File: src/hw/rtl/tts_pkg.sv
`default_nettype none
// ----------------------------------------------------------------------------
// tts_pkg
// Shared types and constants of the timed task scheduler.
// ----------------------------------------------------------------------------
package tts_pkg;

  localparam int NUM_SLOTS = 32;
  localparam int MAX_FIRES = 63;
  localparam int SLOT_W    = $clog2(NUM_SLOTS);
  localparam int FIRE_W    = $clog2(MAX_FIRES + 1);

  localparam logic [31:0] SAT32   = 32'hFFFF_FFFF;
  localparam logic [19:0] TPS_RST = 20'd1000;

  typedef enum logic [1:0] {
    KIND_PERIODIC = 2'd0,
    KIND_ONESHOT  = 2'd1,
    KIND_CANCEL   = 2'd2,
    KIND_CHECK    = 2'd3
  } kind_t;

  typedef enum logic {
    SAT_MUL = 1'b0,
    SAT_ADD = 1'b1
  } sat_op_t;

  typedef struct packed {
    sat_op_t     op;
    logic [31:0] a;
    logic [31:0] b;
  } sat_req_t;

endpackage
`default_nettype wire

File: src/hw/rtl/tts_sat_unit.sv
`default_nettype none
// ----------------------------------------------------------------------------
// tts_sat_unit
// Shared saturating unit: 16x20 multiply or 32-bit add, result registered.
// ----------------------------------------------------------------------------
module tts_sat_unit (
  input  wire logic             clk,
  input  wire tts_pkg::sat_req_t req,
  output logic [31:0]           result
);
  import tts_pkg::*;

  logic [35:0] prod;
  logic [32:0] sum;

  assign prod = {20'b0, req.a[15:0]} * {16'b0, req.b[19:0]};
  assign sum  = {1'b0, req.a} + {1'b0, req.b};

  always_ff @(posedge clk) begin
    case (req.op)
      SAT_MUL: result <= (|prod[35:32]) ? SAT32 : prod[31:0];
      SAT_ADD: result <= sum[32] ? SAT32 : sum[31:0];
      default: result <= SAT32;
    endcase
  end

endmodule
`default_nettype wire

File: src/hw/rtl/timed_task_scheduler_unit.sv
`default_nettype none
// ----------------------------------------------------------------------------
// timed_task_scheduler_unit
// Table of periodic and one-shot task slots fired in due-time order.
//
// Input channel (in_valid/in_stall): one transaction is a start, cancel or
// check command. in_stall is high while a command is being worked on.
// Output channel (out_valid/out_stall): records from a single output
// register; every command ends with a summary record flagged by last.
// Config channel (cfg_valid/cfg_ready): writes ticks_per_second; always ready.
// A periodic start runs the init multiply, period multiply, due add and due
// write states; one-shot start and cancel use one apply state. A check scans
// all slots through the due-tick memory read port, one slot a cycle, fires the
// earliest due slot, rewrites a periodic slot's due tick, and rescans per fire.
// A stalled output record holds; the sequencer waits when a new record is
// ready while the output register is still full. The next command may be
// accepted while the last summary still waits.
// Reset clears all slots and sets ticks_per_second to 1000.
// ----------------------------------------------------------------------------
module timed_task_scheduler_unit (
  input  wire logic        clk,
  input  wire logic        rst,
  input  wire logic        cfg_valid,
  output logic             cfg_ready,
  input  wire logic [19:0] cfg_data,
  input  wire logic        in_valid,
  output logic             in_stall,
  input  wire logic [1:0]  kind,
  input  wire logic [4:0]  slot,
  input  wire logic [31:0] now,
  input  wire logic [15:0] initial_wait_secs,
  input  wire logic [15:0] period_secs,
  input  wire logic [31:0] run_when,
  output logic             out_valid,
  input  wire logic        out_stall,
  output logic             record_kind,
  output logic [4:0]       fired_slot,
  output logic             was_late,
  output logic [31:0]      lateness,
  output logic [31:0]      ticks_to_next,
  output logic             table_empty,
  output logic             any_fired,
  output logic             more_pending,
  output logic             last
);
  import tts_pkg::*;

  typedef enum logic [13:0] {
    S_IDLE     = 14'b00000000000001,
    S_MUL_INIT = 14'b00000000000010,
    S_MUL_PER  = 14'b00000000000100,
    S_ADD_DUE  = 14'b00000000001000,
    S_WR_DUE   = 14'b00000000010000,
    S_APPLY    = 14'b00000000100000,
    S_SCAN     = 14'b00000001000000,
    S_SCAN_END = 14'b00000010000000,
    S_DECIDE   = 14'b00000100000000,
    S_FIRE     = 14'b00001000000000,
    S_PREAD    = 14'b00010000000000,
    S_PADD     = 14'b00100000000000,
    S_PWR      = 14'b01000000000000,
    S_SUMMARY  = 14'b10000000000000
  } state_t;

  state_t state, state_next;

  logic [19:0] tps;
  logic [19:0] tps_eff;

  kind_t       kind_q;
  logic [4:0]  slot_q;
  logic [31:0] now_q;
  logic [15:0] init_q;
  logic [15:0] per_q;
  logic [31:0] when_q;
  logic        slot_ok;
  logic [SLOT_W-1:0] slot_idx;

  logic [NUM_SLOTS-1:0] armed;
  logic [NUM_SLOTS-1:0] periodic;

  logic [31:0] due_mem [NUM_SLOTS];
  logic [31:0] per_mem [NUM_SLOTS];
  logic [31:0] due_q;
  logic [31:0] period_q;

  logic [SLOT_W-1:0] scan_idx;
  logic [SLOT_W-1:0] rd_idx;
  logic              rd_pend;
  logic              found;
  logic [SLOT_W-1:0] best_idx;
  logic [31:0]       best_due;
  logic [FIRE_W-1:0] fires;
  logic [31:0]       tmp;

  sat_req_t    req;
  logic [31:0] sat_res;

  logic out_free;
  logic due_lte;

  assign cfg_ready = 1'b1;
  assign in_stall  = (state != S_IDLE);
  assign out_free  = !out_valid || !out_stall;
  assign tps_eff   = (tps == 20'd0) ? 20'd1 : tps;
  assign slot_ok   = (32'(slot_q) < NUM_SLOTS);
  assign slot_idx  = slot_q[SLOT_W-1:0];
  assign due_lte   = (best_due <= now_q);

  tts_sat_unit u_sat (
    .clk    (clk),
    .req    (req),
    .result (sat_res)
  );

  always_comb begin
    req.op = SAT_MUL;
    req.a  = {16'b0, init_q};
    req.b  = {12'b0, tps_eff};
    case (state)
      S_MUL_PER: begin
        req.a = {16'b0, (per_q == 16'd0) ? 16'd1 : per_q};
      end
      S_ADD_DUE: begin
        req.op = SAT_ADD;
        req.a  = now_q;
        req.b  = tmp;
      end
      S_PADD: begin
        req.op = SAT_ADD;
        req.a  = best_due;
        req.b  = period_q;
      end
      default: ;
    endcase
  end

  always_comb begin
    state_next = state;
    case (state)
      S_IDLE: begin
        if (in_valid) begin
          case (kind_t'(kind))
            KIND_PERIODIC: state_next = S_MUL_INIT;
            KIND_CHECK:    state_next = S_SCAN;
            default:       state_next = S_APPLY;
          endcase
        end
      end
      S_MUL_INIT: state_next = S_MUL_PER;
      S_MUL_PER:  state_next = S_ADD_DUE;
      S_ADD_DUE:  state_next = S_WR_DUE;
      S_WR_DUE:   state_next = S_SUMMARY;
      S_APPLY:    state_next = S_SUMMARY;
      S_SCAN: begin
        if (scan_idx == SLOT_W'(NUM_SLOTS - 1)) state_next = S_SCAN_END;
      end
      S_SCAN_END: state_next = S_DECIDE;
      S_DECIDE: begin
        if (!found || !due_lte || (32'(fires) >= MAX_FIRES)) state_next = S_SUMMARY;
        else state_next = S_FIRE;
      end
      S_FIRE: begin
        if (out_free) state_next = periodic[best_idx] ? S_PREAD : S_SCAN;
      end
      S_PREAD:   state_next = S_PADD;
      S_PADD:    state_next = S_PWR;
      S_PWR:     state_next = S_SCAN;
      S_SUMMARY: begin
        if (out_free) state_next = S_IDLE;
      end
      default: state_next = S_IDLE;
    endcase
  end

  always_ff @(posedge clk) begin
    if (rst) begin
      state    <= S_IDLE;
      tps      <= TPS_RST;
      armed    <= '0;
      periodic <= '0;
      rd_pend  <= 1'b0;
      found    <= 1'b0;
      fires    <= '0;
    end else begin
      state   <= state_next;
      rd_pend <= (state == S_SCAN);
      if (cfg_valid && cfg_ready) tps <= cfg_data;
      if (state == S_IDLE && in_valid) fires <= '0;
      if (state == S_WR_DUE && slot_ok) begin
        armed[slot_idx]    <= 1'b1;
        periodic[slot_idx] <= 1'b1;
      end
      if (state == S_APPLY && slot_ok) begin
        armed[slot_idx]    <= (kind_q == KIND_ONESHOT);
        periodic[slot_idx] <= 1'b0;
      end
      if (state == S_SCAN && scan_idx == '0) found <= 1'b0;
      if (rd_pend && armed[rd_idx] && (!found || due_q < best_due)) found <= 1'b1;
      if (state == S_FIRE && out_free) begin
        fires <= fires + 1'b1;
        if (!periodic[best_idx]) armed[best_idx] <= 1'b0;
      end
    end
  end

  always_ff @(posedge clk) begin
    if (state == S_IDLE && in_valid) begin
      kind_q <= kind_t'(kind);
      slot_q <= slot;
      now_q  <= now;
      init_q <= initial_wait_secs;
      per_q  <= period_secs;
      when_q <= run_when;
    end
    if (state == S_MUL_PER) tmp <= sat_res;
    if (state == S_IDLE) scan_idx <= '0;
    else if (state == S_SCAN) scan_idx <= scan_idx + 1'b1;
    else if (state == S_PWR || state == S_FIRE) scan_idx <= '0;
    rd_idx <= scan_idx;
    if (rd_pend && armed[rd_idx] && (!found || due_q < best_due)) begin
      best_idx <= rd_idx;
      best_due <= due_q;
    end
  end

  always_ff @(posedge clk) begin
    due_q    <= due_mem[scan_idx];
    period_q <= per_mem[best_idx];
    if (state == S_ADD_DUE && slot_ok) per_mem[slot_idx] <= sat_res;
    if (state == S_WR_DUE && slot_ok) due_mem[slot_idx] <= sat_res;
    if (state == S_APPLY && slot_ok && kind_q == KIND_ONESHOT) due_mem[slot_idx] <= when_q;
    if (state == S_PWR) due_mem[best_idx] <= sat_res;
  end

  always_ff @(posedge clk) begin
    if (rst) begin
      out_valid <= 1'b0;
    end else if ((state == S_FIRE || state == S_SUMMARY) && out_free) begin
      out_valid <= 1'b1;
    end else if (!out_stall) begin
      out_valid <= 1'b0;
    end
  end

  always_ff @(posedge clk) begin
    if (state == S_FIRE && out_free) begin
      record_kind   <= 1'b0;
      fired_slot    <= 5'(best_idx);
      was_late      <= (now_q > best_due);
      lateness      <= now_q - best_due;
      ticks_to_next <= '0;
      table_empty   <= 1'b0;
      any_fired     <= 1'b0;
      more_pending  <= 1'b0;
      last          <= 1'b0;
    end else if (state == S_SUMMARY && out_free) begin
      record_kind   <= 1'b1;
      fired_slot    <= '0;
      was_late      <= 1'b0;
      lateness      <= '0;
      last          <= 1'b1;
      if (kind_q == KIND_CHECK) begin
        ticks_to_next <= (found && !due_lte) ? (best_due - now_q) : 32'd0;
        table_empty   <= !found;
        any_fired     <= (fires != '0);
        more_pending  <= found && due_lte;
      end else begin
        ticks_to_next <= '0;
        table_empty   <= !(|armed);
        any_fired     <= 1'b0;
        more_pending  <= 1'b0;
      end
    end
  end

endmodule
`default_nettype wire

File: config.mk
export PLATFORM = sky130hd
export DESIGN_NAME = timed_task_scheduler_unit
export DESIGN_NICKNAME = d
export VERILOG_FILES = /design/src/hw/rtl/tts_pkg.sv /design/src/hw/rtl/tts_sat_unit.sv /design/src/hw/rtl/timed_task_scheduler_unit.sv
export SDC_FILE = /design/constraint.sdc
export NUM_CORES = 2
export LEC_CHECK = 0
export BUFFER_PORTS_ARGS = -buffer_cell sky130_fd_sc_hd__buf_4
export CORE_ASPECT_RATIO = 2
export CORE_MARGIN = 4
export CORE_UTILIZATION = 55
export CTS_BUF_LIST = sky130_fd_sc_hd__clkbuf_4
export CTS_CLUSTER_DIAMETER = 40
export DETAILED_ROUTE_END_ITERATION = 12
export MAX_ROUTING_LAYER = met4
export PLACE_DENSITY = 0.67
export SKIP_CTS_REPAIR_TIMING = 1
export SYNTH_ARGS = -nofsm -noshare
export SYNTH_HDL_FRONTEND = slang
export SYNTH_HIERARCHICAL = 1
export SYNTH_SLANG_ARGS = --single-unit
File: constraint.sdc
create_clock -name clk -period 9.6 [get_ports clk]
set_input_delay 0.48 -clock clk [delete_from_list [all_inputs] [get_ports clk]]
set_output_delay 0.48 -clock clk [all_outputs]
set_load 0.01 [all_outputs]
== Word level (Yosys, flattened, before mapping) ==
Memories as Yosys holds them, arrays and structs flattened. A register that Yosys moved wholly into a read port is not among the register bits.
Cells that the tools add are included.

* Add/sub/neg operators: 5
* Multipliers: 1
* Order comparisons: 9
* Equality and inequality tests: 24
* Muxes and demuxes: 65
* Bitwise operators: 8
* Reduce and logical (&&, ||, !) cells: 38

{| class="wikitable"
|+ Operator list
! cell !! count
|-
| $mux W32 || 17
|-
| $pmux W14 S13 || 1
|-
| $pmux W32 S2 || 2
|-
| $pmux W32 S3 || 1
|-
| $mux W14 || 5
|-
| $and A32 B32 Y32 || 2
|-
| $not A32 Y32 || 2
|-
| $or A32 B32 Y32 || 2
|-
| $reduce_or A32 Y1 || 2
|-
| $sub A32 B32 Y32 || 2
|-
| $mul A16 B20 Y36 || 1
|-
| $add A32 B32 Y33 || 1
|-
| $bwmux W32 || 1
|-
| $gt A32 B32 Y1 || 1
|-
| $le A32 B32 Y1 || 1
|-
| $lt A32 B32 Y1 || 1
|-
| $mux W5 || 5
|-
| $mux W1 || 23
|-
| $logic_not A20 Y1 || 1
|-
| $mux W20 || 1
|-
| $lt A5 B6 Y1 const B || 3
|-
| $logic_not A16 Y1 || 1
|-
| $mux W16 || 1
|-
| $eq A14 B1 Y1 const B || 1
|-
| 40 further kinds || 72
|}

* Register bits: 395
* Bits in writable memories: 2048
* Bits of input ports: 128
* Output and inout port bits: 78
* Logic and storage cells: 180
* Memories kept: 2

{| class="wikitable"
|+ Memories
! name !! depth !! bits a word !! rd ports !! clocked after memory_dff !! wr ports !! RTL line !! RTL
|-
| due_mem || 32 || 32 || 1 || 1 || 1 || timed_task_scheduler_unit.sv:82 || <nowiki>logic [31:0] due_mem [NUM_SLOTS];</nowiki>
|-
| per_mem || 32 || 32 || 1 || 1 || 1 || timed_task_scheduler_unit.sv:83 || <nowiki>logic [31:0] per_mem [NUM_SLOTS];</nowiki>
|}

== Logic depth before layout (Yosys ltp) ==
* Word-level depth: 13
* Gate-level depth with buffers: 37
* Mapped depth without buffers: 31

== Modules after synthesis ==
The synthesis kept the hierarchy.

{| class="wikitable"
|+ By module, submodules not included
! module !! instances !! cells each !! area an instance (sq um) !! seq. area each (sq um)
|-
| timed_task_scheduler_unit || 1 || 5035 || 97432.2 || 72149.2
|-
| tts_sat_unit || 1 || 1483 || 12918.6 || 640.6
|}

== Worst setup path after synthesis ==
No wires, ideal clock.

* Path type: register to register
* From: reg state[10]
* To: reg u_sat.result[12]
* Library setup time: 0.140 ns
* Data arrival time: 8.350 ns
* Required time: 9.460 ns
* Path slack: 1.110 ns
* Cell stages (with the launch flop): 33
* Buffers on the path: 4
* Clock period less this slack: 8.490 ns
* Path through: dfxtp_1 buf_2 nor3_2 nand4_1 or4_1 inv_1 a222oi_1 o21ai_0 clkbuf_1 buf_1 nand2_1 fa_1 inv_1 fa_1 inv_1 fa_1 inv_1 fa_1 fa_1 inv_1 fa_1 inv_1 ha_1 nand4_1 nor4_1 nand4_1 nand3_1 nand2_1 o31ai_1 xnor2_1 o311a_1 clkbuf_1 a32oi_1

{| class="wikitable"
|+ RTL lines
! what !! RTL line !! RTL
|-
| start, declared || timed_task_scheduler_unit.sv:65 || <nowiki>state_t state, state_next;</nowiki>
|-
| start signal, assigned || timed_task_scheduler_unit.sv:186 || <nowiki>state <= state_next;</nowiki>
|-
| end signal, assigned || tts_sat_unit.sv:21 || <nowiki>SAT_MUL: result <= (|prod[35:32]) ? SAT32 : prod[31:0];</nowiki>
|-
| end signal, assigned || tts_sat_unit.sv:22 || <nowiki>SAT_ADD: result <= sum[32] ? SAT32 : sum[31:0];</nowiki>
|-
| end, declared || tts_sat_unit.sv:9 || <nowiki>output logic [31:0] result</nowiki>
|}

==> impl_metrics.py <==
metrics = {
    "run_status": {
        "outcome": "complete, no violations",
    },
    "clocking": {
        "cts_root_buf": "clkbuf_4",
        "cts_max_level": 6,
        "cts_num_sinks": 2507,
        "cts-buffers-inserted": 554,
        "clkSlewWorstSetupHoldPaths_ns": 0.06,
        "cts_tree": "done",
        "cts_buffer_depth": 4,
        "clk_latency_ns": 1.29,
    },
    "die": {
        "coreArea_mm2": 0.200,
        "rows": 232,
        "start_util_pct": 55.3,
        "die_w_um": 325,
        "die_height_um": 641,
        "io_pins": 206,
        "die_area_mm2": 0.208,
    },
    "timing": {
        "fin_crit_sh_pct": 96.2,
        "fin_tns_setup_ns": 0,
        "fin_skew_ns": 0.154,
        "max-slew-margin-rel_pct": 14.5,
        "layout_min_cycle_time_ns": 9.24,
        "hold_viol": 0,
        "drv_slew": 0,
        "setup_viol": 0,
        "tightest_slew_ns": 1.28,
        "clock.fmax_mhz": 108,
        "rsz0062_at_grt": "false",
    },
    "drt": {
        "first_pass_iters": 6,
        "drt_wl_total_um": 332000,
        "drc": 0,
        "num_vias": 65600,
        "ant_nets": 0,
        "wire_per_inst_um": 31.9,
        "vias_per_cell": 6.31,
        "drtIter0Drc": 6760,
    },
    "synthesis": {
        "syn_nets": 7141,
        "ys_warn_count": 6,
        "async_reset_ff_share_pct": 0,
        "syn_avg_cell_area_um2": 16.9,
        "ys_seq_area_share_pct": 66.0,
        "syn_area_mm2": 0.110,
        "synth.most_common_cell": "edfxtp_1",
        "synth_top_cell_by_area": "edfxtp_1",
        "synth-edff-count": 2258,
        "yosys-top-cells-area": "edfxtp_1 (61%), mux4_2 (12%), fa_1 (4.6%)",
        "synthTopCellsByCount": "edfxtp_1 (2258), mux4_2 (594), inv_1 (382)",
        "synth_cells": 6518,
        "synth_top_area_share_pct": 61.4,
        "ys_seq_elements": 2507,
        "ys.flop_type": "edfxtp_1",
        "synth_cell_types": 97,
    },
    "grt": {
        "overflow": 0,
        "grt_max_degree": 121,
        "first_global_vias": 67900,
        "grt_usage_pct": 32.7,
        "grt_first_pass_wirelength_um": 470000,
        "antenna_found_initial": 45,
    },
    "setup_path": {
        "r2r_setup_slack_ns": 0.36,
        "slowest_stage": "fa_1",
        "reg2reg_depth": 28,
        "cp-start-kind": "flop",
        "path_max_fanout": 32,
        "crit_start": "state[2]",
        "crit_path_end_kind": "flop",
        "max_stage_delay_ns": 0.55,
        "crit_family": "adder cells",
        "cpMostUsedCell": "fa_1",
        "r2r_end": "u_sat/result[14]",
        "arrival_ns": 10.27,
        "r2r_start": "state[2]",
        "worstPathRequired_ns": 10.64,
        "crit_cells": 28,
        "cp_num_buf_inv": 4,
        "endpoint": "u_sat/result[14]",
        "path_class": "reg2reg",
    },
    "pwr": {
        "p_leak_nw": 42.9,
        "power_density_mw_per_mm2": 240,
        "p_sw_share_pct": 32.3,
        "p_switching_mw": 9.71,
        "irDropWorstVdd_v": 0.000309,
        "combPwrFrac_pct": 27.8,
        "p_int_mw": 20.3,
        "power_frac_clock_pct": 28.0,
        "seqPwrFrac_pct": 44.2,
    },
    "min_path": {
        "min_path_type": "in2reg",
    },
    "placement": {
        "port_buffers": 204,
        "dpl_cell_area_mm2": 0.116,
        "gp_congestion": 0.954,
        "hpwl_um": 211000,
    },
    "cells_and_area": {
        "area_growth_pct": 13.5,
        "fin_area_mm2": 0.125,
        "drive_above_1_share_pct": 26.6,
        "nets": 7961,
        "fillers": 14900,
        "finalCoreUtilization_pct": 62.7,
    },
    "job": {
        "drv_cap": 0,
    },
}
==> metrics by stage <==
step | std cells | total power, mW | setup WS [ns] | hold WS [ns]
6_report | 10400 | 30.0 | 0.365 | 0.0355
5_1_grt | 10400 | 31.6 | 0.0746 | -0.00838
4_1_cts | 10100 | 30.1 | 0.404 | -0.700
3_5_place_dp | 9132 | 21.7 | 0.485 | 0.421
3_3_place_gp | 9132 | 21.6 | 0.622 | 0.432
2_1_floorplan | 6518 | 18.9 | 1.11 | 0.329
==> area by class of cell <==
type	count	area (um^2)	area share (%)
Clock buffer	830	6230	4.97
Sequential cell	2507	72800	58.1
Tap cell	2574	3220	2.57
Antenna cell	84	210	0.168
Clock inverter	129	926	0.739
Timing Repair Buffer	604	5160	4.12
Multi-Input combinational cell	3289	35300	28.1
Inverter	382	1440	1.15
==> layer usage <==
layer	vias to the layer above	share of wire (%)	track usage, %
met5	-	0	-
met4	0	6.5	18.8
met3	924	7.1	5.01
met2	3353	53	57.1
met1	34000	33	35.8
li1	27300	-	-
==> logic make-up (layout without fill, tap and decap cells) <==
kind of cell | count (synthesis) | in the layout | synth area share (%)
fa+ha+maj | 495 | 495 | 7.33
flops | 2507 | 2507 | 66.0
xor+xnor | 117 | 117 | 0.929
other cells | 1 | 85 | 0.00340
compound gates | 848 | 848 | 5.10
mux | 682 | 682 | 13.0
simple gates | 1146 | 1146 | 5.10
buf+inv | 722 | 1945 | 2.57
==> registers in the layout (all words and copies together), names as in the netlist, 20 cells and up <==
name,cells
armed,32
best_due,32
due_mem,1024
due_q,32
lateness,32
now_q,32
per_mem,1024
period_q,32
periodic,32
ticks_to_next,32
tmp,32
tps,20
u_sat/result,32
when_q,32
==> power by group through the flow <==
stage | Combinational, mW | Sequential (mW) | Clock [mW]
2_1_floorplan | 5.35 | 13.5 | 0
3_3_place_gp | 8.12 | 13.5 | 0
3_5_place_dp | 8.16 | 13.5 | 0
4_1_cts | 8.25 | 13.3 | 8.57
5_1_grt | 9.16 | 13.3 | 9.14
6_report | 8.35 | 13.3 | 8.42
==> cell usage in the layout, fill, tap and decap left out, types with 41 or more instances in the layout <==
cell type,Yosys,final
nand2_1,366,363
inv_1,382,380
a21oi_1,245,240
a22oi_1,159,159
xnor2_1,62,62
clkbuf_4,0,830
nand4_1,64,64
nor2_1,261,213
mux2_2,66,66
a21o_1,70,70
buf_4,7,374
dlygate4sd3_1,0,224
dfxtp_1,249,239
xor2_1,55,55
edfxtp_1,2258,2258
mux4_2,594,594
nor3_1,61,41
nor2b_1,63,61
diode_2,0,84
ha_1,242,242
clkinv_1,0,82
o21ai_0,121,120
fa_1,253,253
and2_1,155,152
nor2_4,0,46
==> how the worst min path moves through the flow <==
stage                         start      endpoint  slack, ns  depth (start not counted)
floorplan               scan_idx[2]     rd_idx[2]       0.33                          0
global placement          due_q[26]  best_due[26]       0.43                          0
detailed placement        due_q[26]  best_due[26]       0.42                          0
CTS                         now[18]     now_q[18]      -0.70                          1
global route        period_secs[14]     per_q[14]     -0.008                          2
finish                  run_when[0]     when_q[0]       0.04                          2
Note: power is estimated with default switching activity, not from simulation.
